**config.mk**
```make
export PLATFORM = sky130hd
export DESIGN_NAME = hid_key_press_release_tracker_core_flat
export DESIGN_NICKNAME = d
export VERILOG_FILES = /design/src/rtl/hkpr_pkg.sv /design/src/rtl/hkpr_if.sv /design/src/rtl/hkpr_cell.sv /design/src/rtl/hid_key_press_release_tracker_core.sv /design/src/flat_wrapper.sv
export SDC_FILE = /design/constraint.sdc
export NUM_CORES = 1
export LEC_CHECK = 0
export BUFFER_PORTS_ARGS = -buffer_cell sky130_fd_sc_hd__buf_2
export CORE_MARGIN = 3
export CORE_UTILIZATION = 45
export CTS_CLUSTER_DIAMETER = 120
export CTS_CLUSTER_SIZE = 28
export DETAILED_ROUTE_END_ITERATION = 12
export PLACE_DENSITY = 0.79
export SLEW_MARGIN = 10
export SYNTH_ARGS = -nofsm -noshare
export SYNTH_HDL_FRONTEND = slang
export SYNTH_SLANG_ARGS = --single-unit
export TNS_END_PERCENT = 5
```
**constraint.sdc**
```tcl
create_clock -name clk -period 6.1 [get_ports clk]
set_clock_uncertainty 0.2 [all_clocks]
set_input_delay 1.22 -clock clk [delete_from_list [all_inputs] [get_ports clk]]
set_output_delay 1.22 -clock clk [all_outputs]
set_load 0.01 [all_outputs]
```
**src/rtl/hkpr_pkg.sv**
```systemverilog
// ----------------------------------------------------------------------------
// hkpr_pkg
// Shared constants and types for the HID key press/release tracker.
// ----------------------------------------------------------------------------
package hkpr_pkg;

    localparam int MAX_HELD = 4;
    localparam int CNT_W    = $clog2(MAX_HELD + 1);
    localparam int IDX_W    = (MAX_HELD > 1) ? $clog2(MAX_HELD) : 1;
    localparam int KEY_W    = 16;

    localparam logic [1:0] CMD_BEGIN = 2'd0;
    localparam logic [1:0] CMD_DATA  = 2'd1;
    localparam logic [1:0] CMD_END   = 2'd2;

    localparam logic KIND_PRESS   = 1'b0;
    localparam logic KIND_RELEASE = 1'b1;

    localparam logic [15:0] VENDOR_PAGE = 16'hFF00;

    // broadcast from the sequencer to every cell
    typedef struct packed {
        logic              remove;   // shift entries at and above the hit down
        logic [KEY_W-1:0]  key;      // key to compare and to append
    } cell_ctl_t;

endpackage

```
**src/rtl/hkpr_if.sv**
```systemverilog
// ----------------------------------------------------------------------------
// hkpr_in_if / hkpr_out_if
// Valid/ready channels for report items and key events.
// ----------------------------------------------------------------------------
interface hkpr_in_if;
    logic               valid;
    logic               ready;
    logic [1:0]         command;
    logic [31:0]        top_usage;
    logic [31:0]        usage;
    logic signed [31:0] value;

    modport source (output valid, command, top_usage, usage, value, input ready);
    modport sink   (input valid, command, top_usage, usage, value, output ready);
endinterface

interface hkpr_out_if;
    logic        valid;
    logic        ready;
    logic        event_kind;
    logic [31:0] report_usage;
    logic [15:0] key_usage;
    logic        last;

    modport source (output valid, event_kind, report_usage, key_usage, last, input ready);
    modport sink   (input valid, event_kind, report_usage, key_usage, last, output ready);
endinterface

```
**src/rtl/hkpr_cell.sv**
```systemverilog
// ----------------------------------------------------------------------------
// hkpr_cell
// One entry of the held-key list: compare, shift down from neighbor, load.
// ----------------------------------------------------------------------------
module hkpr_cell
    import hkpr_pkg::*;
(
    input  logic             clk,
    input  cell_ctl_t        ctl,
    input  logic             occupied,
    input  logic             load,
    input  logic             hit_below,
    input  logic [KEY_W-1:0] upper_key,
    output logic             hit_here_or_below,
    output logic [KEY_W-1:0] key
);

    logic [KEY_W-1:0] key_reg;
    logic             hit;

    assign hit               = occupied && (key_reg == ctl.key);
    assign hit_here_or_below = hit_below || hit;
    assign key               = key_reg;

    always_ff @(posedge clk)
    begin
        if (ctl.remove && hit_here_or_below)
        begin
            key_reg <= upper_key;
        end
        else if (load)
        begin
            key_reg <= ctl.key;
        end
    end

endmodule

```
**src/rtl/hid_key_press_release_tracker_core.sv**
```systemverilog
// ----------------------------------------------------------------------------
// hid_key_press_release_tracker_core
// Tracks held keys from HID report items and emits press/release events.
// ----------------------------------------------------------------------------
// Channels: report (sink) takes begin/data/end items; events (source) gives
// key events, each with the current top usage and a last flag.
// Begin items, ignored data, unused commands and ends that release nothing
// finish in idle. A data item is accepted in idle and then searched in the
// cell row, where every entry compares at once and a hit shifts upper
// entries down; the resulting event is registered.
// An end that releases all keys emits one release per held key, up to
// MAX_HELD, reading the top entry of the row for each.
// Items are taken one at a time: report.ready is high only while idle.
// The event register frees a slot when taken; if events is stalled the
// sequencer holds until the slot drains, and no event is dropped.
// Reset clears the key count, top usage and report flags; the list is empty.
// ----------------------------------------------------------------------------
module hid_key_press_release_tracker_core
    import hkpr_pkg::*;
(
    input  logic        clk,
    input  logic        rst_n,
    hkpr_in_if.sink     report,
    hkpr_out_if.source  events
);

    typedef enum logic [1:0] {
        ST_IDLE,
        ST_SEARCH,
        ST_RELALL
    } state_t;

    state_t           state_reg;
    logic [CNT_W-1:0] count_reg;
    logic [31:0]      top_reg;
    logic             open_reg;
    logic             seen_reg;
    logic [KEY_W-1:0] key_reg;
    logic             nz_reg;
    logic             out_valid_reg;
    logic             out_kind_reg;
    logic [31:0]      out_usage_reg;
    logic [KEY_W-1:0] out_key_reg;
    logic             out_last_reg;

    cell_ctl_t        ctl;
    logic             slot_free;
    logic             hit_any;
    logic             append;
    logic             emit;
    logic             emit_kind;
    logic [KEY_W-1:0] emit_key;
    logic             emit_last;
    logic             filtered;
    logic [CNT_W-1:0] count_m1;
    logic [IDX_W-1:0] top_idx;
    logic             has_room;

    logic [KEY_W-1:0] cell_key [MAX_HELD];
    logic [MAX_HELD:0] hit_chain;

    assign slot_free = !out_valid_reg || events.ready;
    assign filtered  = (report.usage[31:16] == VENDOR_PAGE) || (report.usage[15:0] == '0);
    assign count_m1  = count_reg - 1'b1;
    assign top_idx   = count_m1[IDX_W-1:0];
    assign has_room  = count_reg < CNT_W'(MAX_HELD);
    assign hit_any   = hit_chain[MAX_HELD];

    assign ctl.key    = key_reg;
    assign ctl.remove = (state_reg == ST_SEARCH) && hit_any && !nz_reg && slot_free;
    assign append     = (state_reg == ST_SEARCH) && !hit_any && nz_reg && slot_free && has_room;

    assign hit_chain[0] = 1'b0;

    genvar gi;
    generate
        for (gi = 0; gi < MAX_HELD; gi++)
        begin : g_cell
            hkpr_cell u_cell (
                .clk               (clk),
                .ctl               (ctl),
                .occupied          (CNT_W'(gi) < count_reg),
                .load              (append && (count_reg == CNT_W'(gi))),
                .hit_below         (hit_chain[gi]),
                .upper_key         (cell_key[(gi + 1 < MAX_HELD) ? gi + 1 : gi]),
                .hit_here_or_below (hit_chain[gi + 1]),
                .key               (cell_key[gi])
            );
        end
    endgenerate

    always_comb
    begin
        emit      = 1'b0;
        emit_kind = KIND_RELEASE;
        emit_key  = key_reg;
        emit_last = 1'b1;
        case (state_reg)
            ST_SEARCH:
            begin
                if (slot_free && (hit_any != nz_reg))
                begin
                    emit      = 1'b1;
                    emit_kind = hit_any ? KIND_RELEASE : KIND_PRESS;
                end
            end
            ST_RELALL:
            begin
                emit      = slot_free;
                emit_key  = cell_key[top_idx];
                emit_last = (count_reg == CNT_W'(1));
            end
            default:
            begin
                emit = 1'b0;
            end
        endcase
    end

    always_ff @(posedge clk or negedge rst_n)
    begin
        if (!rst_n)
        begin
            state_reg     <= ST_IDLE;
            count_reg     <= '0;
            top_reg       <= '0;
            open_reg      <= 1'b0;
            seen_reg      <= 1'b0;
            out_valid_reg <= 1'b0;
        end
        else
        begin
            if (emit)
            begin
                out_valid_reg <= 1'b1;
            end
            else if (events.ready)
            begin
                out_valid_reg <= 1'b0;
            end

            case (state_reg)
                ST_IDLE:
                begin
                    if (report.valid)
                    begin
                        case (report.command)
                            CMD_BEGIN:
                            begin
                                top_reg  <= report.top_usage;
                                open_reg <= 1'b1;
                                seen_reg <= 1'b0;
                            end
                            CMD_DATA:
                            begin
                                if (!filtered)
                                begin
                                    seen_reg  <= 1'b1;
                                    state_reg <= ST_SEARCH;
                                end
                            end
                            CMD_END:
                            begin
                                if (open_reg)
                                begin
                                    open_reg <= 1'b0;
                                    if (!seen_reg && (count_reg != '0))
                                    begin
                                        state_reg <= ST_RELALL;
                                    end
                                end
                            end
                            default:
                            begin
                            end
                        endcase
                    end
                end
                ST_SEARCH:
                begin
                    // listed and still active, or unlisted and inactive: no event
                    if ((hit_any == nz_reg) || slot_free)
                    begin
                        state_reg <= ST_IDLE;
                    end
                    if (ctl.remove)
                    begin
                        count_reg <= count_m1;
                    end
                    else if (append)
                    begin
                        count_reg <= count_reg + 1'b1;
                    end
                end
                ST_RELALL:
                begin
                    if (slot_free)
                    begin
                        count_reg <= count_m1;
                        if (count_reg == CNT_W'(1))
                        begin
                            state_reg <= ST_IDLE;
                        end
                    end
                end
                default:
                begin
                    state_reg <= ST_IDLE;
                end
            endcase
        end
    end

    // payload registers
    always_ff @(posedge clk)
    begin
        if ((state_reg == ST_IDLE) && report.valid)
        begin
            key_reg <= report.usage[15:0];
            nz_reg  <= (report.value != '0);
        end
        if (emit)
        begin
            out_kind_reg  <= emit_kind;
            out_usage_reg <= top_reg;
            out_key_reg   <= emit_key;
            out_last_reg  <= emit_last;
        end
    end

    assign report.ready        = (state_reg == ST_IDLE);
    assign events.valid        = out_valid_reg;
    assign events.event_kind   = out_kind_reg;
    assign events.report_usage = out_usage_reg;
    assign events.key_usage    = out_key_reg;
    assign events.last         = out_last_reg;

endmodule
```
**src/flat_wrapper.sv**
```systemverilog
// flat-port wrapper written by rule: the top's interface ports become plain ports
module hid_key_press_release_tracker_core_flat import hkpr_pkg::*;
  (clk, rst_n, report_valid, report_command, report_top_usage, report_usage, report_value, report_ready, events_valid, events_event_kind, events_report_usage, events_key_usage, events_last, events_ready);
  hkpr_in_if report_i ();
  hkpr_out_if events_i ();
  input  logic clk;
  input  logic rst_n;
  input wire logic [$bits(report_i.valid)-1:0] report_valid;
  input wire logic [$bits(report_i.command)-1:0] report_command;
  input wire logic [$bits(report_i.top_usage)-1:0] report_top_usage;
  input wire logic [$bits(report_i.usage)-1:0] report_usage;
  input wire logic [$bits(report_i.value)-1:0] report_value;
  output wire logic [$bits(report_i.ready)-1:0] report_ready;
  output wire logic [$bits(events_i.valid)-1:0] events_valid;
  output wire logic [$bits(events_i.event_kind)-1:0] events_event_kind;
  output wire logic [$bits(events_i.report_usage)-1:0] events_report_usage;
  output wire logic [$bits(events_i.key_usage)-1:0] events_key_usage;
  output wire logic [$bits(events_i.last)-1:0] events_last;
  input wire logic [$bits(events_i.ready)-1:0] events_ready;
  assign report_i.valid = report_valid;
  assign report_i.command = report_command;
  assign report_i.top_usage = report_top_usage;
  assign report_i.usage = report_usage;
  assign report_i.value = report_value;
  assign report_ready = report_i.ready;
  assign events_valid = events_i.valid;
  assign events_event_kind = events_i.event_kind;
  assign events_report_usage = events_i.report_usage;
  assign events_key_usage = events_i.key_usage;
  assign events_last = events_i.last;
  assign events_i.ready = events_ready;
  hid_key_press_release_tracker_core u_core (.clk(clk), .rst_n(rst_n), .report(report_i), .events(events_i));
endmodule
```
-- Word level (Yosys, flattened, before mapping)
Cells that the tools add are included.
- add/subtract/negate cells: 2
- $mul: 0
- div/mod/pow operators: 0
- order comparisons: 6
- eq/ne operators: 24
- shift operators: 0
- muxes and demuxes: 31
- bitwise gates (word level): 2
- reductions and logical operators: 52
- operator list (kind ; number):
    16-bit two-way mux ; 9
    16-bit == test ; 4
    16-bit binary-select mux with 2-bit select ; 1
    32-bit nonzero test ; 1
    1-bit logical AND ; 22
    16-bit == test, second input constant ; 1
    16-bit logical NOT ; 1
    2-bit two-way mux ; 7
    2-bit nonzero test ; 7
    3-bit two-way mux ; 3
    3-bit by 2-bit inequality test with 1-bit output, second input constant ; 3
    3-bit AND reduction ; 3
    8-bit AND reduction ; 1
    3-bit by 2-bit == test with 1-bit output, second input constant ; 2
    1-bit logical OR ; 6
    1-bit by 3-bit < comparator with 1-bit output, first input constant ; 2
    2-bit by 3-bit < comparator with 1-bit output, first input constant ; 2
    2-bit inequality test, second input constant ; 3
    1-bit one-hot mux with 2 select lines ; 3
    2-bit one-hot mux with 3 select lines ; 1
    3-bit one-hot mux with 2 select lines ; 1
    1-bit two-way mux ; 5
    2-bit by 1-bit == test with 1-bit output, second input constant ; 2
    2-bit == test, second input constant ; 2
    19 further kinds ; 25
- bits in registers: 171
- latch bits: 0
- RAM bits: 0
- memory bits (read-only): 0
- bits of input ports: 102
- output and inout bits: 52
- logic and storage cells: 133
- memories kept: 0

-- Logic depth before layout (Yosys ltp)
- depth in word-level cells: 13
- mapped depth: 10
- depth with buffers taken out: 10

-- Hierarchy
Synthesis repeated with hierarchy kept, for this count alone.
- cell total of the unflattened synthesis: 877
- area, all modules: 10151.0 µm²
- modules (own cells, without submodules) (module ; instances ; cells an instance ; area an instance (µm²) ; sequential area each (µm²)):
    hkpr_cell ; 4 ; 152 ; 1380.1 ; 480.5
    hid_key_press_release_tracker_core ; 1 ; 269 ; 4630.7 ; 3012.9

-- Least setup slack after synthesis
Ideal clock, no wire load.
- path type: register to register
- from: register u_core.key_reg[8]
- to: register u_core.out_kind_reg, in the netlist u_core.events.event_kind, enable pin
- setup time: 0.458 ns
- arrival time: 4.283 ns
- required time: 5.442 ns
- path slack: 1.160 ns
- stages on the path, launching flop included: 10
- path buffers: 1
- period minus slack after synthesis: 4.940 ns
- cells stage by stage: edfxtp_1 > buf_6 > xor2_1 > or4_1 > nor4b_4 > a22oi_2 > o311ai_4 > xor2_1 > a21oi_1 > nor2_1
- word-level cells in the longest chain between the ends: 9
- elaborated cells on any way between the ends: 15
- classes of those cells: eq/ne: 5; mux: 2; reduce/logical: 8
- RTL lines (element ; line ; RTL):
    start, declared ; hid_key_press_release_tracker_core.sv:38 ; logic [KEY_W-1:0] key_reg;
    start signal, assigned ; hid_key_press_release_tracker_core.sv:219 ; key_reg <= report.usage[15:0];
    16-bit == test ; hkpr_cell.sv:21 ; assign hit = occupied && (key_reg == ctl.key);
    1-bit logical AND ; hkpr_cell.sv:21 ;
    1-bit logical OR (2 in a row) ; hkpr_cell.sv:22 ; assign hit_here_or_below = hit_below || hit;
    1-bit logical OR * ; hkpr_cell.sv:22 ;
    1-bit inequality test * ; hid_key_press_release_tracker_core.sv:101 ; if (slot_free && (hit_any != nz_reg))
    1-bit logical AND * ; hid_key_press_release_tracker_core.sv:101 ;
    1-bit two-way mux * ; hid_key_press_release_tracker_core.sv:101 ;
    1-bit one-hot mux with 2 select lines * ; hid_key_press_release_tracker_core.sv:98 ; case (state_reg)
    named net u_core.emit ; hid_key_press_release_tracker_core.sv:50 ; logic emit;
    end signal, assigned ; hid_key_press_release_tracker_core.sv:224 ; out_kind_reg <= emit_kind;
    end, declared ; hid_key_press_release_tracker_core.sv:41 ; logic out_kind_reg;
Mark *: on every way through the listed nets, which the timed path passes. The rest lies on a longest branch.
A chain may end at the register's enable or synchronous reset.

-- Final worst setup path
- from: register u_core.key_reg[13]
- to: register u_core.out_usage_reg[19], in the netlist u_core.events.report_usage[19], enable pin
- word-level cells in the longest chain between the ends: 9
- elaborated cells on any way between the ends: 15
- classes of those cells: eq/ne: 5; mux: 2; reduce/logical: 8
- RTL lines (element ; line ; RTL):
    16-bit == test ; hkpr_cell.sv:21 ;
    1-bit logical AND ; hkpr_cell.sv:21 ;
    1-bit logical OR (2 in a row) ; hkpr_cell.sv:22 ;
    1-bit logical OR * ; hkpr_cell.sv:22 ;
    1-bit inequality test * ; hid_key_press_release_tracker_core.sv:101 ;
    1-bit logical AND * ; hid_key_press_release_tracker_core.sv:101 ;
    1-bit two-way mux * ; hid_key_press_release_tracker_core.sv:101 ;
    1-bit one-hot mux with 2 select lines * ; hid_key_press_release_tracker_core.sv:98 ;
    named net u_core.emit ; hid_key_press_release_tracker_core.sv:50 ;
    end signal, assigned ; hid_key_press_release_tracker_core.sv:225 ; out_usage_reg <= top_reg;
    end, declared ; hid_key_press_release_tracker_core.sv:42 ; logic [31:0] out_usage_reg;
Marked as above.

==> flow_summary.json <==
{
  "grt_max_degree": 41,
  "rrSetupSlack_ns": 2.13,
  "worstSetupPathType": "reg2reg",
  "antenna_found_initial": 0,
  "drtPass1Iterations": 4,
  "peakVddDrop_mv": 0.2113,
  "num_vias": 5160,
  "fp.dieH_um": 140.6,
  "power_frac_comb_pct": 29.2,
  "worstPathMaxFanout": 22,
  "dp_hpwl_um": 14220,
  "tightest_slew_ns": 1.122,
  "post-place-ws_ns": 2.158,
  "grt_pass1_vias": 5520,
  "clkLatencyLatePin_ns": 0.43,
  "async_flop_share_pct": 23.39,
  "portBuffers": 153,
  "fin_ws_ns": 2.126,
  "largest_reg_flops": 64,
  "fin_tns_setup_ns": 0,
  "drtIter0Drc": 302,
  "synthFlopType": "edfxtp_1",
  "holdCritStartpoint": "u_core.top_reg[13]",
  "end_kind": "register",
  "cts_tree": "built",
  "cpPeakStageDelay_ns": 0.60,
  "syn_nets": 645,
  "grt_usage_pct": 20.63,
  "antenna_cells": 0,
  "cts_num_sinks": 171,
  "drcViolationCount": 0,
  "rsz0062_at_grt": "no",
  "synth_edf_count": 131,
  "period_needed_ns": 3.974,
  "hold_viol_final": 0,
  "clock-root-buffer": "clkbuf_16",
  "leakagePower_nw": 3.723,
  "whs_path_depth": 0,
  "drive_above_1_share_pct": 44.91,
  "cts_buffer_depth": 2,
  "core_um2": 17540,
  "die_w_um": 140.6,
  "htreeDepth": 4,
  "slew_headroom_pct": 25.18,
  "start_kind": "register",
  "syn_inst": 535,
  "ctsResizeCount": 0,
  "synth_seq_cells": 171,
  "overflow": 0,
  "maxSlewViolCount": 0,
  "ctsHoldBuffers": 0,
  "synthToLayoutAreaGrowth_pct": 18.87,
  "p_seq_share_pct": 45.3,
  "drv_cap": 0,
  "p_clk_share_pct": 25.5,
  "cts_buffers": 17,
  "via_per_inst": 5.597,
  "row_count": 48,
  "crit_path_cell_trace": "xnor2_1 -> or4b_4 -> nor4b_4 -> a22oi_2 -> o311ai_4 -> xor2_1 -> a21oi_1 -> nor2_4 -> buf_4",
  "yosys.area.top_type": "edfxtp_1",
  "crit_buf_inv": 1,
  "grt_pass1_wl_um": 30880,
  "min_to": "u_core.events.report_usage[13]",
  "setup_violations": 0,
  "synth_warnings": 0,
  "finalWirelength_um": 19890,
  "synth_area_leaders": "edfxtp_1, dfrtp_1, mux2_2, mux4_2, xor2_1",
  "power_density_nw_per_um2": 422.7,
  "run_status": "finished clean",
  "detail-route-antenna-nets": 0,
  "r2r_start": "u_core.key_reg[13]",
  "floorplan.initialDensity_pct": 46.50,
  "min_path_type": "reg2reg",
  "swShare_pct": 31.83,
  "cts_setup_buffers": 0,
  "r2r-end": "u_core.events.report_usage[19]",
  "worst_ep_required_time_ns": 6.01,
  "worstRegToRegCells": 9,
  "slowest_stage": "nor2_4",
  "nets": 794,
  "synth_area_um2": 8154,
  "die-area_um2": 19770,
  "switchingPower_mw": 1.304,
  "clk_pin_slew_ns": 0.07,
  "min_period_over_period_pct": 65.15,
  "synth_cell_type_count": 45,
  "yosysTopAreaCellShare_pct": 48.24,
  "max_freq_ghz": 0.2516,
  "internal_power_mw": 2.793,
  "io_pins": 154,
  "fillers": 1442,
  "wl_per_cell_um": 21.57,
  "cp.arrival_ns": 3.88,
  "ys_seq_area_share_pct": 60.52,
  "globalplace.congestion": 1.028,
  "syn_area_per_cell_um2": 15.24,
  "cp_top_family": "simple AND/OR/NAND/NOR gates"
}
per-layer routing:
metal  track usage (%)  up-vias  share of wire [%]
met5                 0        -                  0
met4             7.241        0                2.1
met3             4.579       32                5.6
met2             35.43      189                 51
met1             25.85     2604                 41
li1                  -     2335                  -
how the worst max path moves through the flow:
stage	from	to	slack (ns)	cells after the start
floorplan	u_core.key_reg[8]	u_core.events.event_kind	1.16	9
global placement	u_core.count_reg[0]	u_core.g_cell[2].u_cell.key[6]	2.20	6
detailed placement	u_core.key_reg[12]	u_core.events.report_usage[5]	2.16	9
CTS	u_core.key_reg[12]	u_core.events.report_usage[19]	2.13	9
global route	u_core.key_reg[8]	u_core.events.report_usage[19]	1.94	9
finish	u_core.key_reg[13]	u_core.events.report_usage[19]	2.13	9
final cells by class:
class | instances | area, um^2 | share of cell area, %
Tap cell | 225 | 281.5 | 2.904
Multi-Input combinational cell | 326 | 3059 | 31.56
Sequential cell | 171 | 4935 | 50.91
Timing Repair Buffer | 159 | 810.8 | 8.365
Clock buffer | 20 | 479.2 | 4.944
Inverter | 9 | 33.78 | 0.3485
Clock inverter | 12 | 93.84 | 0.9681
cell usage in the layout, fill, tap and decap left out, drive strengths merged, types with 2 or more instances in the layout:
cell type    n
nor2         9
inv         16
nor4b        5
o21ai        4
mux2i        5
ha           8
mux4        16
or4          4
nor2b        2
xor2        34
nand2b       5
mux2        97
a21oi        6
nor3        10
xnor2       33
edfxtp     131
and3         2
a2111o       2
dfrtp       40
clkbuf      20
clkinv       4
nand3        3
buf        159
nand2       29
nand4       18
nor4        21
power groups by stage:
stage	combinational (mW)	clock, mW	sequential, mW
2_1_floorplan	0.798	0	1.85
3_3_place_gp	1.17	0	1.86
3_5_place_dp	1.20	0	1.88
5_1_grt	1.30	1.11	1.89
4_1_cts	1.21	1.06	1.86
6_report	1.20	1.04	1.86
per-stage QoR:
step | instances | util (%) | power (mW) | hold slack (ns) | instance area, um^2
floorplan | 535 | - | 2.647 | 0.2206 | 8154
global route | 922 | 55.27 | 4.302 | 0.2490 | 9693
CTS | 922 | 55.27 | 4.126 | 0.2417 | 9693
global placement | 890 | 52.00 | 3.022 | 0.2265 | 9120
finish | 922 | 55.27 | 4.097 | 0.2408 | 9693
detailed placement | 890 | 52.00 | 3.075 | 0.2285 | 9120
Yosys cell counts (all sizes together), types with 2 or more instances:
| master | instances |
|---|---|
| mux2i | 5 |
| nor2 | 9 |
| ha | 8 |
| a21oi | 6 |
| nor3 | 10 |
| xor2 | 34 |
| xnor2 | 33 |
| nor4b | 5 |
| nand2 | 29 |
| clkbuf | 17 |
| inv | 9 |
| and3 | 2 |
| dfrtp | 40 |
| buf | 12 |
| nand4 | 18 |
| nor2b | 2 |
| mux4 | 16 |
| nor4 | 21 |
| nand3 | 3 |
| a2111o | 2 |
| or4 | 4 |
| edfxtp | 131 |
| mux2 | 97 |
| o21ai | 4 |
| nand2b | 5 |
cells by family (layout without fill, tap and decap cells):
| kind of cell | Yosys count | after routing | synth area share, % |
|---|---|---|---|
| XOR/XNOR | 67 | 67 | 7.197 |
| adder cells (fa/ha/maj) | 8 | 8 | 1.228 |
| flip-flops | 171 | 171 | 60.52 |
| AND/OR/NAND/NOR | 114 | 114 | 8.087 |
| multiplexers | 118 | 118 | 18.84 |
| buffers and inverters | 38 | 200 | 2.164 |
| AO/OA/AOI/OAI | 19 | 19 | 1.964 |
Note: power is estimated with default switching activity, not from simulation.
